## config.mk

```make
export PLATFORM = sky130hd
export DESIGN_NAME = prt_fifo
export DESIGN_NICKNAME = d
export VERILOG_FILES = /design/src/rtl/core/prt_pkg.sv /design/src/rtl/core/prt_fifo.sv
export SDC_FILE = /design/constraint.sdc
export NUM_CORES = 1
export LEC_CHECK = 0
export BUFFER_PORTS_ARGS = -buffer_cell sky130_fd_sc_hd__buf_4
export CAP_MARGIN = 25
export CORE_UTILIZATION = 46
export CTS_CLUSTER_SIZE = 24
export DETAILED_ROUTE_END_ITERATION = 8
export PLACE_DENSITY_LB_ADDON = 0.08
export SYNTH_ARGS = -nofsm -noshare
export SYNTH_HDL_FRONTEND = slang
export SYNTH_SLANG_ARGS = --single-unit
```

## constraint.sdc

```tcl
create_clock -name clk_i -period 1.5 [get_ports clk_i]
set_input_delay 0.075 -clock clk_i [delete_from_list [all_inputs] [get_ports clk_i]]
set_output_delay 0.075 -clock clk_i [all_outputs]
set_load 0.01 [all_outputs]
```

## src/rtl/core/prt_pkg.sv

```systemverilog
`timescale 1ns / 1ps
package prt_pkg;

  localparam int unsigned UserW  = 16;
  localparam int unsigned PageW  = 10;
  localparam int unsigned CountW = 17;
  localparam int unsigned FracW  = 17;
  localparam int unsigned UserSlots = 1 << UserW;
  localparam int unsigned PageSlots = 1 << PageW;
  localparam logic [FracW-1:0] OneQ16 = FracW'(65536);

  typedef enum logic {
    CMD_RECORD = 1'b0,
    CMD_QUERY  = 1'b1
  } cmd_e;

  // One classified item as it travels from the front part to the back part.
  typedef struct packed {
    cmd_e             cmd;
    logic [UserW-1:0] user_id;
    logic [PageW-1:0] page;
  } item_t;

endpackage

```

## src/rtl/core/prt_fifo.sv

```systemverilog
`timescale 1ns / 1ps
module prt_fifo (
  input  logic           clk_i,
  input  logic           rst_ni,
  input  logic           push_i,
  input  prt_pkg::item_t push_data_i,
  output logic           full_o,
  input  logic           pop_i,
  output prt_pkg::item_t pop_data_o,
  output logic           empty_o
);

  prt_pkg::item_t mem_q [2];
  logic       wr_ptr_q, wr_ptr_d;
  logic       rd_ptr_q, rd_ptr_d;
  logic [1:0] cnt_q, cnt_d;

  assign full_o     = cnt_q == 2'd2;
  assign empty_o    = cnt_q == 2'd0;
  assign pop_data_o = mem_q[rd_ptr_q];

  always_comb begin
    wr_ptr_d = wr_ptr_q ^ push_i;
    rd_ptr_d = rd_ptr_q ^ pop_i;
    cnt_d    = cnt_q + 2'(push_i) - 2'(pop_i);
  end

  always_ff @(posedge clk_i or negedge rst_ni) begin
    if (!rst_ni) begin
      wr_ptr_q <= 1'b0;
      rd_ptr_q <= 1'b0;
      cnt_q    <= 2'd0;
    end else begin
      wr_ptr_q <= wr_ptr_d;
      rd_ptr_q <= rd_ptr_d;
      cnt_q    <= cnt_d;
    end
  end

  always_ff @(posedge clk_i) begin
    if (push_i) begin
      mem_q[wr_ptr_q] <= push_data_i;
    end
  end

endmodule

```

Yosys cells after proc, flatten, opt, wreduce, memory -nomap -nowiden. Memories as Yosys holds them, arrays and structs flattened. Cells that the tools add are included.

Bits in registers: 4. RAM bits: 54. Bits of input ports: 31. Output and inout port bits: 29. Memories kept: 1.

Add/subtract/negate cells: 2. Equal/unequal tests: 1. Muxes and demuxes: 2. Bitwise logic cells: 2. Reduce and logical (&&, ||, !) cells: 1.

Memory list: mem_q (words 2, bits a word 27, read ports 1, clocked after Yosys merged registers in 0, wr ports 1, RTL line prt_fifo.sv:13) `prt_pkg::item_t mem_q [2];`.

Operator list (number): 2-bit by 1-bit adder with 2-bit output (1); 2-bit == test (second input constant) (1); 2-bit logical NOT (1); 1-bit 2-to-1 mux (2); 2-bit by 1-bit subtractor with 2-bit output (1); 1-bit XOR (2).

Depth between registers and ports, before layout.
Depth after elaboration: 2. Gate-level depth with buffers: 5. Gate-level depth less buffers: 5.

Least setup slack after synthesis. No wires, ideal clock.

Path kind: register -> register. Start: reg wr_ptr_q. End: mem mem_q[0][0] (netlist bit) (enable). Data arrival time: 1.125 ns. Slack: -0.011 ns. Cell stages (with the launch flop): 3. Buffers on the path: 0. Cells stage by stage: dfrtp_1 > inv_1 > ha_1.

RTL lines: from (decl) (RTL line prt_fifo.sv:14) `logic wr_ptr_q, wr_ptr_d;`; from (signal assigned) (RTL line prt_fifo.sv:34) `wr_ptr_q <= wr_ptr_d;`; to (decl) (RTL line prt_fifo.sv:13).

Straight into the memory's write port.

==> flow_summary_export.csv <==
group,metric,value,unit
synthesis,yosys.cell_count.top_type,"edfxtp_1",
power,p_per_area,1732,mW/mm^2
synthesis,synth_flop_cell,"edfxtp_1",
detailed_routing,wire_per_inst,14.65,microns
floorplan,rows,25,
floorplan,die-area,0.005188,sq mm
clock_network,root_buffer,"clkbuf_8",
timing,slew_headroom,0.8643,
layout,fin_nets,238,
synthesis,syn_area,0.002256,sq mm
clock_network,clockBufferDepth,2,
worst_setup_path,crit_required,1.42,ns
power,p_int,0.004312,W
floorplan,start_util,0.4776,
placed_design,dp_hpwl,2299,microns
power,p_comb_frac,0.390,
worst_setup_path,crit_path_end,"pop_data_o[4]",
worst_setup_path,startpoint,"rd_ptr_q",
global_route,grt_pass1_vias,1342,
timing,hold_viol,0,
timing,fmax,0.6700,GHz
power,p_clk_frac,0.223,
floorplan,ios,60,
placed_design,gp_congestion,0.6374,
floorplan,die_w,72.03,microns
power,p_leak,1.412,nW
synthesis,yosys-top-cells-area,"edfxtp_1, mux2_4, dfrtp_1",
clock_network,cts_tree,"built",
synthesis,synth_edf_count,54,
timing,worst_clock_skew,0.004778,ns
timing,worstMarginPinSlew,0.2035,ns
synthesis,ys_seq_area_frac,0.7632,
timing,fin_hold_ws,0.08032,ns
power,power.switching,0.001593,W
synthesis,synthTopCellsByCount,"edfxtp_1, mux2_4, mux2_2",
worst_setup_path,path_class,"reg -> out",
global_route,grt_max_degree,29,
timing,slew_violations,0,
power,irDropWorstVdd,0.0009052,V
clock_network,clk_pin_slew,0.06,ns
detailed_routing,antenna_left,0,
placed_design,dp_cells,227,
detailed_routing,drt-initial-drc-count,36,
timing,rsz0062_at_grt,"yes",
synthesis,yosys.area.top_type,"edfxtp_1",
synthesis,synthArstFlopShare,0.06897,
clock_network,numCtsBuffers,9,
worst_setup_path,arrival,1.42,ns
synthesis,postSynthCellCount,100,
layout,layout-drive-gt1-share,0.5192,
power,pwr-share-seq,0.387,
synthesis,synth.avg_cell_area,22.56,sq um
global_route,grt_usage,0.1704,
worst_setup_path,cp-start-kind,"register",
worst_setup_path,rr_startpoint,"wr_ptr_q",
layout,antenna_cells,0,
power,p_sw_frac,0.2698,
detailed_routing,firstDrtPassIters,4,
floorplan,core-area,0.004723,sq mm
worst_setup_path,crit_fanout,14,
detailed_routing,finalWirelength,4029,microns
detailed_routing,drc,0,
clock_network,clk_latency,0.32,ns
synthesis,synth_seq_cells,58,
timing,fin_tns_setup,0,ns
detailed_routing,vias,1249,
timing,finalCritPeriodShare,0.9950,
synthesis,synth_cell_types,12,
synthesis,syn-num-nets,135,
global_route,grt-ovfl-total,0,
placed_design,port_buffers,59,
layout,fin_util,0.7219,
job,max_cap_violations,0,
timing,period_minus_slack,1.492,ns
synthesis,yosys.area.top_type_share,0.7188,
clock_network,cts_sinks,58,
timing,setup_viol_count_final,0,
worst_setup_path,worstRegToRegCells,3,
global_route,grt_pass1_wl,6189,microns
floorplan,floorplan.die.height,72.03,microns
global_route,antenna_found_initial,0,
worst_setup_path,r2r_slack,0.26,ns
synthesis,yosysWarnings,0,
worst_setup_path,rr_endpoint,"mem_q[0][26]",
clock_network,htreeDepth,3,
layout,fin_cells,275,
worst_setup_path,crit_path_end_kind,"output pin",
min_path,min-delay-path-class,"in -> async",
outcome,status,"finished clean",
detailed_routing,viasPerCell,4.542,
layout,syn2layout_area_growth,51.14,%
[critical path, cell delays in order (launching register included)]
cell and delay, ns:
dfrtp_2 0.42, buf_12 0.19, mux2_2 0.34, buf_4 0.14
[worst min path at each step]
stage	slack, ns	to	cells past startpoint
floorplan	-0.22	cnt_q[0]	0
global placement	-0.13	cnt_q[0]	1
detailed placement	-0.12	cnt_q[1]	1
CTS	0.07	cnt_q[1]	2
global route	0.07	cnt_q[0]	2
finish	0.08	cnt_q[0]	2
[cell families after synthesis]
kind of cell | after synthesis | share of synthesized area
xor+xnor | 2 | 0.01442
flops | 58 | 0.7632
mux | 27 | 0.1664
simple gates | 2 | 0.004437
buf+inv | 7 | 0.02939
fa+ha+maj | 4 | 0.02219
[sequential cells by signal, summed over array words and instances (netlist names)]
register,flops
rd_ptr_q,1
cnt_q,2
wr_ptr_q,1
mem_q,54
[power by group through the flow]
stage	Clock, W	Sequential [W]	Combinational, W
floorplan	0	0.00227	0.00126
global placement	0	0.00228	0.00192
detailed placement	0	0.00230	0.00195
CTS	0.00135	0.00227	0.00212
global route	0.00143	0.00232	0.00246
finish	0.00132	0.00229	0.00230
[metal layers]
metal  share of wire  track usage  routed length, microns
met5               0            0                       0
met1            0.39       0.1886                    1566
met4           0.017       0.1242                      69
met2            0.56       0.2893                    2242
met3           0.037      0.03889                     151
[cell type report]
type / count / area [sq um]
clock inverter: 7 / 60.06
multi-input combinational: 35 / 489.2
clock buffer: 9 / 123.9
inverter: 4 / 15.01
tap: 67 / 83.83
sequential: 58 / 1723
fill: 306 / 1314
timing repair buffer: 95 / 914.6
[metrics by stage]
stage,total power [W],setup WS (ns),instance area [sq um]
floorplan,0.003526,0.06385,2258
global placement,0.004193,0.2904,2801
detailed placement,0.004250,0.2531,2801
CTS,0.005735,-0.04337,3323
global route,0.006204,-0.03629,3410
finish,0.005905,0.007511,3410
[cells in the final DEF, fill, tap and decap left out, types with 2 or more instances in the layout]
master          n
buf_12          3
buf_4          42
buf_6          19
clkbuf_8        9
clkinv_1        2
clkinv_2        3
dfrtp_1         3
dlygate4sd3_1  30
edfxtp_1       54
ha_1            3
inv_1           4
mux2_2          3
mux2_4         24
[repair_timing]
item,in CTS,in global routing
setup buffers,0,1
endpoints found under the hold margin,60,0
hold buffers,30,0
gates cloned,0,1
pin swaps,0,0
endpoints found under the setup margin,11,27
gates resized for setup,10,15
No activity file was read; power rests on OpenSTA's default activity.
