===== config.mk =====
export PLATFORM = sky130hd
export DESIGN_NAME = prt_front
export DESIGN_NICKNAME = d
export VERILOG_FILES = /design/src/rtl/core/prt_pkg.sv /design/src/rtl/core/prt_front.sv
export SDC_FILE = /design/constraint.sdc
export NUM_CORES = 1
export LEC_CHECK = 0
export BUFFER_PORTS_ARGS = -buffer_cell sky130_fd_sc_hd__buf_2
export CORE_MARGIN = 1.5
export CORE_UTILIZATION = 35
export DETAILED_ROUTE_END_ITERATION = 7
export GPL_ROUTABILITY_DRIVEN = 0
export PLACE_DENSITY = 0.77
export SETUP_SLACK_MARGIN = 0.15
export SLEW_MARGIN = 15
export SYNTH_ARGS = -nofsm -noshare
export SYNTH_HDL_FRONTEND = slang
export SYNTH_SLANG_ARGS = --single-unit

===== constraint.sdc =====
create_clock -name clk_i -period 3.4 [get_ports clk_i]
set_clock_uncertainty 0.05 [all_clocks]
set_input_delay 0.68 -clock clk_i [delete_from_list [all_inputs] [get_ports clk_i]]
set_output_delay 0.68 -clock clk_i [all_outputs]
set_load 0.1 [all_outputs]

===== src/rtl/core/prt_pkg.sv =====
`timescale 1ns / 1ps
package prt_pkg;

  localparam int unsigned UserW  = 16;
  localparam int unsigned PageW  = 10;
  localparam int unsigned CountW = 17;
  localparam int unsigned FracW  = 17;
  localparam int unsigned UserSlots = 1 << UserW;
  localparam int unsigned PageSlots = 1 << PageW;
  localparam logic [FracW-1:0] OneQ16 = FracW'(65536);

  typedef enum logic {
    CMD_RECORD = 1'b0,
    CMD_QUERY  = 1'b1
  } cmd_e;

  // One classified item as it travels from the front part to the back part.
  typedef struct packed {
    cmd_e             cmd;
    logic [UserW-1:0] user_id;
    logic [PageW-1:0] page;
  } item_t;

endpackage


===== src/rtl/core/prt_front.sv =====
`timescale 1ns / 1ps
module prt_front (
  input  logic           clk_i,
  input  logic           rst_ni,
  input  logic           s_valid_i,
  output logic           s_ready_o,
  input  logic [31:0]    s_data_i,
  input  logic           q_full_i,
  output logic           q_push_o,
  output prt_pkg::item_t q_data_o
);

  // Register stage: holds one classified item until the queue takes it.
  logic           hold_q, hold_d;
  prt_pkg::item_t item_q, item_d;

  assign s_ready_o = !hold_q || !q_full_i;
  assign q_push_o  = hold_q && !q_full_i;
  assign q_data_o  = item_q;

  always_comb begin
    hold_d = hold_q;
    item_d = item_q;
    if (q_push_o) begin
      hold_d = 1'b0;
    end
    if (s_valid_i && s_ready_o) begin
      hold_d       = 1'b1;
      item_d.cmd   = prt_pkg::cmd_e'(s_data_i[0]);
      item_d.user_id = s_data_i[16:1];
      item_d.page  = s_data_i[26:17];
    end
  end

  always_ff @(posedge clk_i or negedge rst_ni) begin
    if (!rst_ni) begin
      hold_q <= 1'b0;
    end else begin
      hold_q <= hold_d;
    end
  end

  always_ff @(posedge clk_i) begin
    item_q <= item_d;
  end

endmodule


* Yosys cells after proc, flatten, opt, wreduce, memory -nomap -nowiden
Cells that the tools add are included.
Storage, ports and cells: flip-flop bits (word level) 28, input port bits 36, output and inout bits 29, logic and storage cells 12
Operators by class: mux-type cells 2, reduce and logical (&&, ||, !) cells 6
Operators by type and width (number):
- $logic_and 1x1->1 | 2
- $logic_not 1->1 | 2
- $mux 1 | 2
- $reduce_bool 2->1 | 1
- $logic_or 1x1->1 | 1

* Longest topological paths before layout
Gate-level depths: netlist (run 1).
depth after elaboration 4, gate-level depth with buffers 1, mapped depth without buffers 1

* Worst setup path after synthesis (run 1)
OpenSTA, ideal clock, no wires.
path kind input-to-reg, start input port s_valid_i, end register item_q, in the netlist q_data_o[0], enable pin, setup time 0.453 ns, arrival time 2.702 ns, data required time 2.897 ns, setup slack 0.195 ns, stages 1, path buffers 0, cells stage by stage a21boi_0
On the way: longest elaborated chain between the ends 1
RTL lines:
- from (decl) | RTL line prt_front.sv:5 | input logic s_valid_i,
- $logic_and 1x1->1 | RTL line prt_front.sv:27 | if (s_valid_i && s_ready_o) begin
- to (signal assigned) | RTL line prt_front.sv:44 | item_q <= item_d;
- to (decl) | RTL line prt_front.sv:15 | prt_pkg::item_t item_q, item_d;
Every way passes these cells. A chain may end at the register's enable or synchronous reset.

* Worst setup path in the final report (run 1)
start input port q_full_i, end output port q_push_o
On the way: longest elaborated chain between the ends 2
RTL lines:
- from (decl) | RTL line prt_front.sv:8 | input logic q_full_i,
- $logic_not 1->1 | RTL line prt_front.sv:18 | assign q_push_o = hold_q && !q_full_i;
- $logic_and 1x1->1 | RTL line prt_front.sv:18
- to (decl) | RTL line prt_front.sv:9 | output logic q_push_o,
Every way passes these cells.

==> flow_summary.ini, run 1 <==
[grt]
antenna_found_initial = 0
grt_remaining_overflow = 0
grt.total_usage = 0.1052
grt_pass1_vias = 515
grt.met3_usage = 0.03143
grt_first_pass_wirelength_um = 1994
met2_usage = 0.1917
grt_start_max_net_pins = 16
global_route.peak_usage_layer = met2
gr-usage-met1 = 0.1019

[clock_network]
h_tree_depth = 1
postCtsSetupBuffers = 0
cts.path.max_buffers = 2
postCtsResizedCells = 0
tritoncts.num_buffers = 3
worst_setup_hold_path_clk_slew_ns = 0.13
cts.hold.buffers_added = 0
clkLatencyLatePin_ns = 0.30
clock_root_buffer = clkbuf_4
clock_sink_count = 28
cts_tree = built

[final_layout]
finish.instance_area_sq_um = 1240
diodes = 0
area.growth.synth_to_final_pct = 43.83
layout.core_utilization = 0.5448
layout.filler_cells = 197
fraction_of_layout_instances_using_a_drive_strength_above_1 = 0.6875
layout.nets = 133
area_used_by_multi_input_combinational_logic_sq_um = 30.03
final_common_cell = buf_2
most-common-layout-cells = buf_2, edfxtp_1, clkbuf_4
regArea_sq_um = 835.8

[worst_setup_path]
timing.critical_path.from = q_full_i
worst-r2r-setup-slack_ns = 1.76
worstSetupPathType = in -> out
worstPathArrival_ns = 1.34
crit_fanout = 4
worst_r2r_dst = q_data_o[20]
worstPathRequired_ns = 2.67
critPathLaunchType = primary input
element_type_at_the_critical_path_end = primary output
beginning_of_the_worst_register_to_register_path = hold_q
worstRegToRegCells = 2

[routing]
drcViolationCount = 0
drt.antenna.violating_nets = 0
detail_route.wl_per_cell_um = 11.35
post_drt_via_cell_ratio = 4.298
detailedRoute.firstPassIterationCount = 2
detail_route.wirelength_um = 1408
vias = 533
drtIter0Drc = 5

[synthesis]
netlist_instances = 32
postSynthRegisterBits = 28
synthesized_net_count = 68
synth_xor_area_frac = 0
synthSimpleGateAreaFrac = 0.01161
muxShareOfSynthArea = 0
synthesis.area_per_instance_sq_um = 26.94
synth_area_leader_cell = edfxtp_1
synth_cell_type_count = 6
post-synth-top-area-fraction = 0.9405
synthAdderAreaFrac = 0
synth_warnings = 0
dominant_combinational_cell_family_by_area_after_synthesis = compound AO/OA/AOI/OAI gates
netlist_area_sq_um = 862.1
seq_area_frac_synth = 0.9695
synth.area.top_cells = edfxtp_1, dfrtp_1, a21o_2, a21boi_0, nor2b_1
synth_compound_area_frac = 0.01887

[status]
run_status = completed

[floorplan]
floorplan.initialDensity = 0.3788
dieHeight_um = 52.63
fp-row-count = 17
fp.coreArea_sq_um = 2276
die-area_sq_um = 2770
die_x_um = 52.63
design.portCount = 65

[sta]
max_freq_mhz = 482.7
slew_violations = 0
final-setup-viol-count = 0
tightest_slew_ns = 0.6492
unrepaired_setup_endpoints_after_global_routing = no
timing.max_slew.rel_slack = 0.5647
report.final.hold_viol_count = 0
timing.setup.tns_ns = 0
fin_crit_ns = 2.072
final_min_period_over_clock_period = 0.6094

[job]
maxCapViolCount = 0

[pwr]
power.share.sequential = 0.550
ir_drop_mv = 0.4105
clockPowerShare = 0.202
share_comb_of_total_power = 0.248
netSwitchingPower_uw = 243.8
total_power_uw = 736.3
power.density_nw_per_um2 = 593.8
internal-power_uw = 492.5
p_leak_nw = 0.5392
share_of_total_power_consumed_by_net_switching = 0.3311

[worst_hold_path]
min_path_type = in -> async

[placement]
dpl-instance-area_sq_um = 1204
io_buffer_count = 59
flip-flops by register name, indices dropped and copies added (netlist names):
signal and flops:
q_data_o 27, hold_q 1
layout make-up:
type                            instances  share of cell area
Sequential cell                        28              0.6741
Timing Repair Buffer                   60              0.2442
Clock buffer                            4             0.02926
Tap cell                               28             0.02825
Multi-Input combinational cell          4             0.02422
metal layers:
layer  up-vias  share of wire  routed length [um]
met2        41           0.51                 723
met5         -              0                   0
met4         0         0.0071                  10
met1       237           0.35                 489
met3         2           0.13                 185
li1        253              -                   -
how the worst max path moves through the flow:
stage | end | cells past startpoint | slack (ns)
global placement | q_push_o | 3 | 1.35
global route | q_push_o | 2 | 1.29
detailed placement | q_data_o[20] | 3 | 1.33
floorplan | q_data_o[0] | 1 | 0.20
finish | q_push_o | 3 | 1.33
CTS | q_push_o | 3 | 1.33
logic make-up after synthesis:
family / count (synthesis)
and+or+nand+nor: 2
DFF: 28
AOI/OAI and AO/OA: 2
power by group through the flow:
stage	registers [mW]	clock network [mW]	logic (mW)
floorplan	0.541	0	0.0201
finish	0.405	0.148	0.183
global placement	0.412	0	0.183
global route	0.407	0.171	0.188
CTS	0.405	0.158	0.184
detailed placement	0.413	0	0.184
cells in the mapped netlist:
| master | instances |
|---|---|
| a21boi_0 | 1 |
| a21o_2 | 1 |
| nor2b_1 | 1 |
| edfxtp_1 | 27 |
| dfrtp_1 | 1 |
| nand2_1 | 1 |
worst max-delay path, cell delays in order:
cell and delay (ns):
buf_2 0.12, nor2b_1 0.11, buf_2 0.43
through the flow:
step | hold slack [ns] | setup slack, ns | instances
floorplan | 0.3344 | 0.1953 | 32
global placement | 0.4056 | 1.346 | 120
detailed placement | 0.4072 | 1.326 | 120
CTS | 0.05224 | 1.332 | 124
global route | 0.03131 | 1.289 | 124
finish | 0.06626 | 1.328 | 124
Power figures use the tool's default switching activity.
==> run 2, diff against run 1 <==
==> constraint.sdc (replaced) <==
create_clock -name clk_i -period 1.95 [get_ports clk_i]
set_clock_uncertainty 0.05 [all_clocks]
set_input_delay 0.39 -clock clk_i [delete_from_list [all_inputs] [get_ports clk_i]]
set_output_delay 0.39 -clock clk_i [all_outputs]
set_load 0.1 [all_outputs]
==> run 2 against run 1 <==
Effect of this change: via count is 5.3% higher; highest routed layer unchanged; largest power group unchanged; largest cell class unchanged; sequential power is 75% higher; critical path type is now reg -> out; first-iteration DRC count is 80% higher; non-clock buffer count is 2 higher; die area stayed put; wire length is 8.3% higher; register-to-register slack worse by 0.99 ns.
==> flow_summary.ini, run 2 (synthesis gave the netlist of run 1 again) <==
[routing]
drcViolationCount = 0
drtIter0Drc = 9
drt.antenna.violating_nets = 0
vias = 561
detail_route.wirelength_um = 1525
post_drt_via_cell_ratio = 4.452
detail_route.wl_per_cell_um = 12.10
detailedRoute.firstPassIterationCount = 4

[clock_network]
h_tree_depth = 1
clock_sink_count = 28
clkLatencyLatePin_ns = 0.31
postCtsResizedCells = 0
clock_root_buffer = clkbuf_4
tritoncts.num_buffers = 3
cts_tree = built
cts.path.max_buffers = 2
worst_setup_hold_path_clk_slew_ns = 0.13

[worst_setup_path]
worst_path_largest_cell_delay_ns = 0.42
crit_fanout = 4
cp_slowest_cell = buf_2
path_delay_family = buffers and inverters
critPathLaunchType = register
worstSetupPathType = reg -> out
worst-r2r-setup-slack_ns = 0.77
crit_chain = nor2b_2 > buf_2
worstPathRequired_ns = 1.51
crit_buf_inv = 1
element_type_at_the_critical_path_end = primary output
worstPathArrival_ns = 1.29

[sta]
slew_violations = 0
tightest_slew_ns = 0.4956
unrepaired_setup_endpoints_after_global_routing = no
timing.max_slew.rel_slack = 0.6719
timing.setup.tns_ns = 0
finalWorstSetupSlack_ns = 0.2194
max_freq_mhz = 577.8
fin_crit_ns = 1.731
worst_hold_slack_ns = 0.1898
report.final.hold_viol_count = 0
final_min_period_over_clock_period = 0.8875
final-setup-viol-count = 0

[placement]
io_buffer_count = 59
placed_cells = 121
place_hpwl_um = 1199
detailedPlace.worstSlack_ns = 0.4776

[final_layout]
layout.filler_cells = 201
diodes = 0
most-common-layout-cells = buf_2, edfxtp_1, clkbuf_4
layout.nets = 135
area.growth.synth_to_final_pct = 44.99
layoutNonFillerInstCount = 126
largest_register_ffs = 27
fraction_of_layout_instances_using_a_drive_strength_above_1 = 0.6837
final_common_cell = buf_2

[grt]
antenna_found_initial = 0
grt_first_pass_wirelength_um = 2194
grt_pass1_vias = 538
grt_start_max_net_pins = 17
grt_remaining_overflow = 0
grt.total_usage = 0.1196

[pwr]
power.density_nw_per_um2 = 1007
ir_drop_mv = 0.6761
clockPowerShare = 0.181
share_of_total_power_consumed_by_net_switching = 0.3418
netSwitchingPower_uw = 430.0
power.share.sequential = 0.562
share_comb_of_total_power = 0.257
internal-power_uw = 828.1
p_leak_nw = 0.5438

[status]
run_status = completed

[worst_hold_path]
min_path_type = in -> reg

[floorplan]
die_x_um = 52.63
design.portCount = 65
dieHeight_um = 52.63
fp.coreArea_sq_um = 2276
die-area_sq_um = 2770
floorplan.initialDensity = 0.3788
fp-row-count = 17

[job]
maxCapViolCount = 0
## run 2: layer usage
metal,routed length (um),global-route usage,vias up,part of all wire
li1,-,-,258,-
met3,180,0.04857,2,0.12
met2,822,0.2188,41,0.54
met5,0,0,-,0
met1,511,0.1048,260,0.34
met4,11,0.07692,0,0.0072
## run 2: timing repair
item,CTS,global route
buffers inserted,0,0
hold buffers,1,0
endpoints found under the hold margin,1,0
## run 2: path summary, 6_finish.rpt
check                              from           end  cells past startpoint
max in group asynchronous        rst_ni        hold_q                      2
min in group asynchronous        rst_ni        hold_q                      2
setup / recovery                 hold_q      q_push_o                      2
setup reg to reg                 hold_q  q_data_o[14]                      2
hold reg to reg                  hold_q        hold_q                      1
hold / removal             s_data_i[21]   q_data_o[4]                      1
## run 2: final cells by class
class	count	area, sq um	share of cell area
Multi-Input combinational cell	4	32.53	0.02603
Sequential cell	28	835.8	0.6687
Tap cell	28	35.03	0.02803
Clock buffer	4	26.28	0.02102
Timing Repair Buffer	62	320.3	0.2563
## run 2: power groups by stage
stage | Clock [mW] | Sequential, mW | Combinational [mW]
floorplan | 0 | 0.942 | 0.0362
global placement | 0 | 0.719 | 0.321
detailed placement | 0 | 0.721 | 0.324
CTS | 0.244 | 0.707 | 0.326
global route | 0.269 | 0.710 | 0.333
finish | 0.228 | 0.707 | 0.324
## run 2: per-stage QoR
step,power (mW),util,instance area [sq um]
after detailed placement,1.045,0.5333,1214
after CTS,1.278,0.5492,1250
after floorplan,0.9779,-,868.3
final,1.258,0.5492,1250
after global routing,1.312,0.5492,1250
after global placement,1.041,0.5333,1214
## run 2: worst register-to-register path: stages (launching register included)
cell and delay [ns]:
dfrtp_1 0.43, a21boi_2 0.16, buf_4 0.25
